--- config.mk ---
export PLATFORM = sky130hd
export DESIGN_NAME = cppu_ctrl
export DESIGN_NICKNAME = d
export VERILOG_FILES = /design/src/sv/cppu_pkg.sv /design/src/sv/cppu_ctrl.sv
export SDC_FILE = /design/constraint.sdc
export NUM_CORES = 1
export LEC_CHECK = 0
export BUFFER_PORTS_ARGS = -buffer_cell sky130_fd_sc_hd__buf_2
export CORE_UTILIZATION = 23
export CTS_CLUSTER_SIZE = 12
export DETAILED_ROUTE_END_ITERATION = 8
export PLACE_DENSITY = 0.55
export SYNTH_ARGS = -nofsm -noshare
export SYNTH_HDL_FRONTEND = slang
export SYNTH_SLANG_ARGS = --single-unit
export TNS_END_PERCENT = 20
--- constraint.sdc ---
create_clock -name i_clk -period 1.8 [get_ports i_clk]
set_input_delay 0 -clock i_clk [delete_from_list [all_inputs] [get_ports i_clk]]
set_output_delay 0 -clock i_clk [all_outputs]
set_load 0.01 [all_outputs]
--- src/sv/cppu_pkg.sv ---
package cppu_pkg;

    localparam int L_COUNT_DEF   = 64;
    localparam int FRAC_BITS_DEF = 22;
    localparam int IN_W    = 24;
    localparam int MAG_W   = 24;
    localparam int PH_W    = 32;
    localparam int SUM_W   = 32;
    localparam int L_W     = 6;
    localparam int ANG_W   = 36;
    localparam int CW      = 56;
    localparam int ITERS   = 31;
    localparam int IT_W    = 5;
    localparam int SQ_W    = 48;
    localparam int CFG_IDX_W = 1;
    localparam logic [CFG_IDX_W-1:0] REG_HALF_PHASE = 1'b0;
    localparam logic [CFG_IDX_W-1:0] REG_ACC_SUMS   = 1'b1;

    localparam logic signed [ANG_W-1:0] PI_Q30      = 36'sd3373259426;
    localparam logic signed [ANG_W-1:0] HALF_PI_Q30 = 36'sd1686629713;
    localparam logic signed [ANG_W-1:0] TWO_PI_Q30  = 36'sd6746518852;

    typedef enum logic [3:0] {
        S_IDLE, S_SQ, S_ROOT, S_CORDIC, S_ROUND, S_DIFF, S_UNWRAP, S_SAT,
        S_RDSUM, S_ACC, S_OUT
    } t_state;

    typedef struct packed {
        logic load;
        logic sq;
        logic root_step;
        logic cordic_step;
        logic round;
        logic diff;
        logic unwrap;
        logic sat;
        logic rdsum;
        logic acc;
    } t_cmd;

    typedef struct packed {
        logic root_done;
        logic cordic_done;
        logic k_done;
    } t_sts;

    function automatic logic signed [ANG_W-1:0] atan_tab(input logic [IT_W-1:0] i);
        logic signed [ANG_W-1:0] r;
        case (i)
            5'd0:  r = 36'h03243F6A8;
            5'd1:  r = 36'h01DAC6705;
            5'd2:  r = 36'h00FADBAFC;
            5'd3:  r = 36'h007F56EA6;
            5'd4:  r = 36'h003FEAB76;
            5'd5:  r = 36'h001FFD55B;
            5'd6:  r = 36'h000FFFAAA;
            5'd7:  r = 36'h0007FFF55;
            5'd8:  r = 36'h0003FFFEA;
            5'd9:  r = 36'h0001FFFFD;
            5'd10: r = 36'h0000FFFFF;
            5'd11: r = 36'h00007FFFF;
            5'd12: r = 36'h00003FFFF;
            5'd13: r = 36'h00001FFFF;
            5'd14: r = 36'h00000FFFF;
            5'd15: r = 36'h000007FFF;
            5'd16: r = 36'h000003FFF;
            5'd17: r = 36'h000001FFF;
            5'd18: r = 36'h000000FFF;
            5'd19: r = 36'h0000007FF;
            5'd20: r = 36'h0000003FF;
            5'd21: r = 36'h0000001FF;
            5'd22: r = 36'h0000000FF;
            5'd23: r = 36'h00000007F;
            5'd24: r = 36'h00000003F;
            5'd25: r = 36'h00000001F;
            5'd26: r = 36'h00000000F;
            5'd27: r = 36'h000000008;
            5'd28: r = 36'h000000004;
            5'd29: r = 36'h000000002;
            5'd30: r = 36'h000000001;
            default: r = '0;
        endcase
        return r;
    endfunction

endpackage

--- src/sv/cppu_ctrl.sv ---
module cppu_ctrl (
    input  logic            i_clk,
    input  logic            i_rst_n,
    input  logic            i_in_valid,
    output logic            o_in_ready,
    output logic            o_out_valid,
    input  logic            i_out_ready,
    input  cppu_pkg::t_sts  i_sts,
    output cppu_pkg::t_cmd  o_cmd
);
    import cppu_pkg::*;

    t_state r_state, n_state;

    always_ff @(posedge i_clk) begin
        if (!i_rst_n) begin
            r_state <= S_IDLE;
        end else begin
            r_state <= n_state;
        end
    end

    always_comb begin
        n_state     = r_state;
        o_cmd       = '0;
        o_in_ready  = 1'b0;
        o_out_valid = 1'b0;
        unique case (r_state)
            S_IDLE: begin
                o_in_ready = 1'b1;
                if (i_in_valid) begin
                    o_cmd.load = 1'b1;
                    n_state = S_SQ;
                end
            end
            S_SQ: begin
                o_cmd.sq = 1'b1;
                n_state = S_ROOT;
            end
            S_ROOT: begin
                o_cmd.root_step   = 1'b1;
                o_cmd.cordic_step = 1'b1;
                if (i_sts.root_done && i_sts.cordic_done) n_state = S_ROUND;
                else if (i_sts.root_done) n_state = S_CORDIC;
            end
            S_CORDIC: begin
                o_cmd.cordic_step = 1'b1;
                if (i_sts.cordic_done) n_state = S_ROUND;
            end
            S_ROUND: begin
                o_cmd.round = 1'b1;
                n_state = S_DIFF;
            end
            S_DIFF: begin
                o_cmd.diff = 1'b1;
                n_state = S_UNWRAP;
            end
            S_UNWRAP: begin
                o_cmd.unwrap = 1'b1;
                if (i_sts.k_done) n_state = S_SAT;
            end
            S_SAT: begin
                o_cmd.sat = 1'b1;
                n_state = S_RDSUM;
            end
            S_RDSUM: begin
                o_cmd.rdsum = 1'b1;
                n_state = S_ACC;
            end
            S_ACC: begin
                o_cmd.acc = 1'b1;
                n_state = S_OUT;
            end
            S_OUT: begin
                o_out_valid = 1'b1;
                o_in_ready  = i_out_ready;
                if (i_out_ready) begin
                    if (i_in_valid) begin
                        o_cmd.load = 1'b1;
                        n_state = S_SQ;
                    end else begin
                        n_state = S_IDLE;
                    end
                end
            end
            default: n_state = S_IDLE;
        endcase
    end
endmodule

==> results.py, run 1 <==
metrics = {
    "run_status": {
        "status": "completed",
    },
    "clocking": {
        "cts_root_buf": "clkbuf_4",
        "htree_levels": 1,
        "cts_tree": "yes",
        "cts_resized": 0,
        "clk_latency_ns": 0.23,
        "path_clk_slew_ns": 0.04,
        "cts_max_path_buffers": 2,
        "numCtsBuffers": 3,
        "clock_sinks": 4,
        "ctsHoldBuffers": 0,
        "post_cts_buffers": 0,
    },
    "pwr": {
        "leakage_nw": 0.252,
        "power_density_nw_per_um2": 1390,
        "power_uw": 769,
        "peakVddDrop_v": 0.000502,
    },
    "final_layout": {
        "largest-register": "r_state",
        "regArea_um2": 80.1,
        "drive_gt1_frac": 0.354,
        "final_common_cell": "buf_2",
        "top_regs": "r_state: 4 flops",
        "multiInputGateArea_um2": 300,
        "finalNetCount": 88,
        "antenna_cells": 0,
        "largest_reg_flops": 4,
        "layout_common_cells": "buf_2 (18), nor2_1 (9), nor3_1 (7)",
        "fillerInstances": 180,
        "fin_area_um2": 554,
        "syn_to_final_growth_pct": 37.6,
    },
    "worst_setup_path": {
        "cp-end-kind": "output port",
        "critical_path_arrival_ns": 1.50,
        "r2r-end": "r_state[1]",
        "crit_type": "reg2out",
        "critical_path_required_ns": 1.80,
        "r2r_cells": 4,
        "crit_fanout": 8,
        "startpoint_type": "register",
        "timing.rr.start": "r_state[2]",
        "r2r_slack_ns": 0.37,
    },
    "synth": {
        "synth_seq_area_share": 0.199,
        "synthesis.area_um2": 403,
        "ys_seq_elements": 4,
        "synthesis.nets": 64,
        "syn_inst": 57,
        "yosys_warnings": 0,
        "ys_types": 23,
        "avgSynthCellArea_um2": 7.07,
    },
    "placed_design": {
        "port_buffers": 18,
        "place_area_um2": 532,
        "preCtsSetupSlack_ns": 0.360,
        "place_congestion": 0.785,
        "dp_hpwl_um": 877,
    },
    "routing": {
        "vias": 480,
        "drc": 0,
        "ant_nets": 0,
        "via_per_inst": 5.05,
        "totalWireLength_um": 1110,
        "wl_per_cell_um": 11.7,
        "drt_iter0_drc": 10,
        "first_pass_iters": 6,
    },
    "global_route": {
        "grt_max_degree": 14,
        "grt_pass1_vias": 438,
        "grt_pass1_wl_um": 1860,
        "grt_use_total": 0.128,
        "antenna_found_initial": 0,
        "overflow": 0,
    },
    "timing": {
        "finClkSkew_ns": 0.00107,
        "max_clock_freq_mhz": 665,
        "setup_viol": 0,
        "rsz0062_at_grt": "no",
        "tns_ns": 0,
        "setup_ws_ns": 0.297,
        "fin_crit_sh": 0.835,
        "max_slew_margin": 0.778,
        "worst_pin_slew_ns": 0.332,
        "hold_violations": 0,
        "period_needed_ns": 1.50,
        "hold_slack_ns": 0.0622,
        "finalMaxSlewViolations": 0,
    },
    "flow_run": {
        "maxCapViolCount": 0,
    },
    "hold_path": {
        "holdPathStages": 2,
        "worstHoldStart": "i_rst_n",
        "min_to": "r_state[1]",
        "hold_path.class": "in2reg",
    },
    "floorplan": {
        "rows": 14,
        "fp.dieArea_um2": 1920,
        "die_h_um": 43.9,
        "coreArea_um2": 1580,
        "start_util": 0.256,
        "ioPinCount": 19,
        "die_w_um": 43.9,
    },
}
## Yosys cell counts
library cell / n / area share
nand4b_1: 1 / 0.022
mux2_1: 1 / 0.028
inv_1: 1 / 0.0093
a21oi_1: 3 / 0.037
nand3b_1: 1 / 0.019
nand2b_1: 4 / 0.062
buf_2: 3 / 0.037
nor3b_1: 2 / 0.037
and2_1: 1 / 0.016
nor3_1: 7 / 0.087
o311a_1: 1 / 0.025
nand2_1: 6 / 0.056
o311ai_4: 1 / 0.065
or3_4: 1 / 0.028
o2bb2ai_1: 1 / 0.022
clkbuf_1: 1 / 0.0093
o21a_1: 3 / 0.056
mux2i_1: 2 / 0.050
o21ai_0: 1 / 0.012
nor2b_1: 1 / 0.016
dfxtp_1: 4 / 0.20
nor2_1: 9 / 0.084
nand3_1: 2 / 0.025
## critical path: stages, from the launching register on
cell,delay (ns)
dfxtp_1,0.46
buf_4,0.18
nand3_1,0.07
o21a_1,0.11
nor3_1,0.18
and2_1,0.15
buf_2,0.12
## worst max-delay path by stage
stage	depth (start not counted)	start	end
final	6	r_state[1]	o_cmd[9]
after global placement	4	r_state[2]	r_state[1]
after CTS	6	r_state[1]	o_cmd[9]
after floorplan	4	r_state[3]	r_state[0]
after global routing	6	r_state[1]	o_cmd[9]
after detailed placement	4	r_state[2]	r_state[1]
## power by group
part	internal [mW]	leakage (nW)	total, mW	switching, mW
Sequential	0.117	0.0328	0.177	0.0595
Clock	0.0744	0.0138	0.108	0.0337
Combinational	0.241	0.206	0.484	0.243
Total	0.433	0.252	0.769	0.337
## logic make-up (layout without fill, tap and decap cells)
logic type      count (synthesis)  count (layout)  synth area share
simple gates                   35              35             0.450
buf+inv                         5              27            0.0559
flops                           4               4             0.199
mux                             3               3            0.0776
compound gates                 10              10             0.217
## per-stage QoR
| step | std cells | utilization |
|---|---|---|
| 2_1_floorplan | 57 | - |
| 3_3_place_gp | 92 | 0.337 |
| 3_5_place_dp | 92 | 0.337 |
| 4_1_cts | 95 | 0.352 |
| 5_1_grt | 95 | 0.352 |
| 6_report | 95 | 0.352 |
## metal layers
| metal | vias to the layer above | track usage | part of all wire |
|---|---|---|---|
| li1 | 251 | - | - |
| met1 | 207 | 0.180 | 0.47 |
| met2 | 22 | 0.197 | 0.46 |
| met3 | 0 | 0.0250 | 0.065 |
| met4 | 0 | 0.0364 | 0 |
| met5 | - | 0 | 0 |
## final cells by class
type,count,area share
tap,16,0.0361
clock buffer,3,0.0406
inverter,1,0.00677
timing repair buffer,23,0.230
sequential,4,0.144
multi-input combinational,48,0.542
(Power assumes the default switching activity.)
==> run 2, diff against run 1 <==
--- a/config.mk
+++ b/config.mk
@@ -9,7 +9,7 @@
 export CORE_UTILIZATION = 23
 export CTS_CLUSTER_SIZE = 12
 export DETAILED_ROUTE_END_ITERATION = 8
-export PLACE_DENSITY = 0.55
+export PLACE_DENSITY = 0.57
 export SYNTH_ARGS = -nofsm -noshare
 export SYNTH_HDL_FRONTEND = slang
 export SYNTH_SLANG_ARGS = --single-unit
==> constraint.sdc (replaced) <==
create_clock -name i_clk -period 1.3 [get_ports i_clk]
set_input_delay 0 -clock i_clk [delete_from_list [all_inputs] [get_ports i_clk]]
set_output_delay 0 -clock i_clk [all_outputs]
set_load 0.01 [all_outputs]
==> run 2 against run 1 <==
Against the previous run:
- the run now ends with negative setup slack left
- first-iteration DRC count rose by 50%
- cell count rose by 6.3%
- power rose by 58%
- register-to-register slack got worse by 0.45 ns
- sequential cell count did not move
- clock skew rose by 0.014 ns
- critical path depth fell by 2
- design area rose by 11%
- wire length rose by 7.3%
- sequential power rose by 15%
- die area did not move
- critical path type is now reg2reg
- highest routed layer unchanged
==> results.py, run 2 (synthesized netlist as in run 1, its figures left out) <==
metrics = {
    "global_route": {
        "grt_pass1_wl_um": 1890,
        "grt_use_total": 0.136,
        "grt_max_degree": 11,
        "antenna_found_initial": 0,
        "overflow": 0,
        "grt_pass1_vias": 448,
    },
    "floorplan": {
        "die_w_um": 43.9,
        "fp.dieArea_um2": 1920,
        "start_util": 0.256,
        "die_h_um": 43.9,
        "rows": 14,
        "ioPinCount": 19,
        "coreArea_um2": 1580,
    },
    "pwr": {
        "peakVddDrop_v": 0.000659,
        "leakage_nw": 0.288,
        "power_density_nw_per_um2": 1970,
    },
    "final_layout": {
        "largest_reg_flops": 4,
        "largest-register": "r_state",
        "syn_to_final_growth_pct": 53.1,
        "antenna_cells": 0,
        "regArea_um2": 83.8,
        "top_regs": "r_state: 4 flops",
        "finalNetCount": 93,
        "fillerInstances": 171,
        "drive_gt1_frac": 0.435,
        "fin_area_um2": 617,
        "final_common_cell": "buf_2",
        "layout_common_cells": "buf_2 (18), nor2_1 (9), buf_4 (9)",
        "final_util": 0.391,
        "multiInputGateArea_um2": 314,
    },
    "flow_run": {
        "maxCapViolCount": 0,
    },
    "worst_setup_path": {
        "crit_fanout": 3,
        "max_stage_delay_ns": 0.35,
        "startpoint_type": "register",
        "crit_type": "reg2reg",
        "worst_path_max_delay_cell": "dfxtp_4",
        "critical_path_required_ns": 1.46,
        "critPathTopFamily": "multiplexers",
        "path_cells": "mux2_4, or3_4, o311ai_4, mux2i_1",
        "crit_buf_inv": 0,
        "critical_path_arrival_ns": 1.54,
        "cp-end-kind": "register",
    },
    "timing": {
        "max_slew_margin": 0.798,
        "rsz0062_at_grt": "yes",
        "hold_violations": 0,
        "setup_viol": 5,
        "worst_pin_slew_ns": 0.302,
        "finalMaxSlewViolations": 0,
        "period_needed_ns": 1.38,
        "max_clock_freq_mhz": 727,
        "finClkSkew_ns": 0.0153,
        "fin_crit_sh": 1.06,
        "setup_ws_ns": -0.0761,
    },
    "clocking": {
        "ctsHoldBuffers": 0,
        "cts_root_buf": "clkbuf_4",
        "post_cts_buffers": 0,
        "cts_tree": "yes",
        "cts_max_path_buffers": 2,
        "clock_sinks": 4,
        "path_clk_slew_ns": 0.05,
        "clk_latency_ns": 0.25,
        "numCtsBuffers": 3,
        "htree_levels": 1,
        "cts_resized": 1,
    },
    "routing": {
        "drt_iter0_drc": 15,
        "first_pass_iters": 6,
        "via_per_inst": 4.90,
        "drc": 0,
        "vias": 495,
        "totalWireLength_um": 1190,
        "wl_per_cell_um": 11.8,
        "ant_nets": 0,
    },
    "placed_design": {
        "port_buffers": 18,
        "dp_hpwl_um": 911,
        "preCtsSetupSlack_ns": -0.0566,
        "place_congestion": 0.795,
        "place_area_um2": 577,
    },
    "hold_path": {
        "hold_path.class": "in2reg",
    },
    "run_status": {
        "status": "finished, violations left",
        "violations": "negative setup slack",
    },
}
run 2: cell types whose count changed in the layout (fill, tap and decap cells not counted), sizes merged:
cell,previous run,this run
clkbuf,3,4
buf,23,28
run 2: final cells by class:
| cell class | count | share of cell area |
|---|---|---|
| multi-input cells | 48 | 0.509 |
| clock buffers | 4 | 0.0426 |
| well taps | 16 | 0.0325 |
| repair buffers | 28 | 0.274 |
| inverters | 1 | 0.00609 |
| flip-flops and latches | 4 | 0.136 |
run 2: final timing paths:
path | endpoint | slack [ns] | start | cells past startpoint
worst max-delay path | r_state[2] | -0.08 | r_state[3] | 4
worst min register to register | r_state[0] | 0.66 | r_state[0] | 3
worst min-delay path | r_state[3] | 0.03 | i_rst_n | 2
worst max register to register | r_state[2] | -0.08 | r_state[3] | 4
run 2: routing by layer:
metal  vias to the layer above  track usage  part of all wire
li1                        260            -                 -
met1                       219        0.155              0.47
met2                        16        0.230              0.49
met3                         0       0.0125             0.034
met4                         0        0.109                 0
met5                         -            0                 0
run 2: where the power goes:
group          internal [mW]  switching, mW
sequential             0.161         0.0423
clock                  0.116         0.0638
combinational          0.414          0.417
run 2: through the flow:
stage / hold slack, ns / TNS (ns) / power (mW) / cells
after floorplan: 0.117 / -0.0722 / 0.695 / 57
after global placement: 0.296 / -0.114 / 0.997 / 97
after detailed placement: 0.283 / -0.126 / 1.00 / 97
after CTS: 0.0209 / -0.302 / 1.21 / 101
after global routing: 0.0307 / -0.738 / 1.31 / 101
final: 0.0327 / -0.233 / 1.21 / 101
run 2: worst reg2reg max path, stage by stage, from the launching register on:
cell and delay (ns):
dfxtp_4 0.35, mux2_4 0.29, or3_4 0.34, o311ai_4 0.09
mux2i_1 0.21
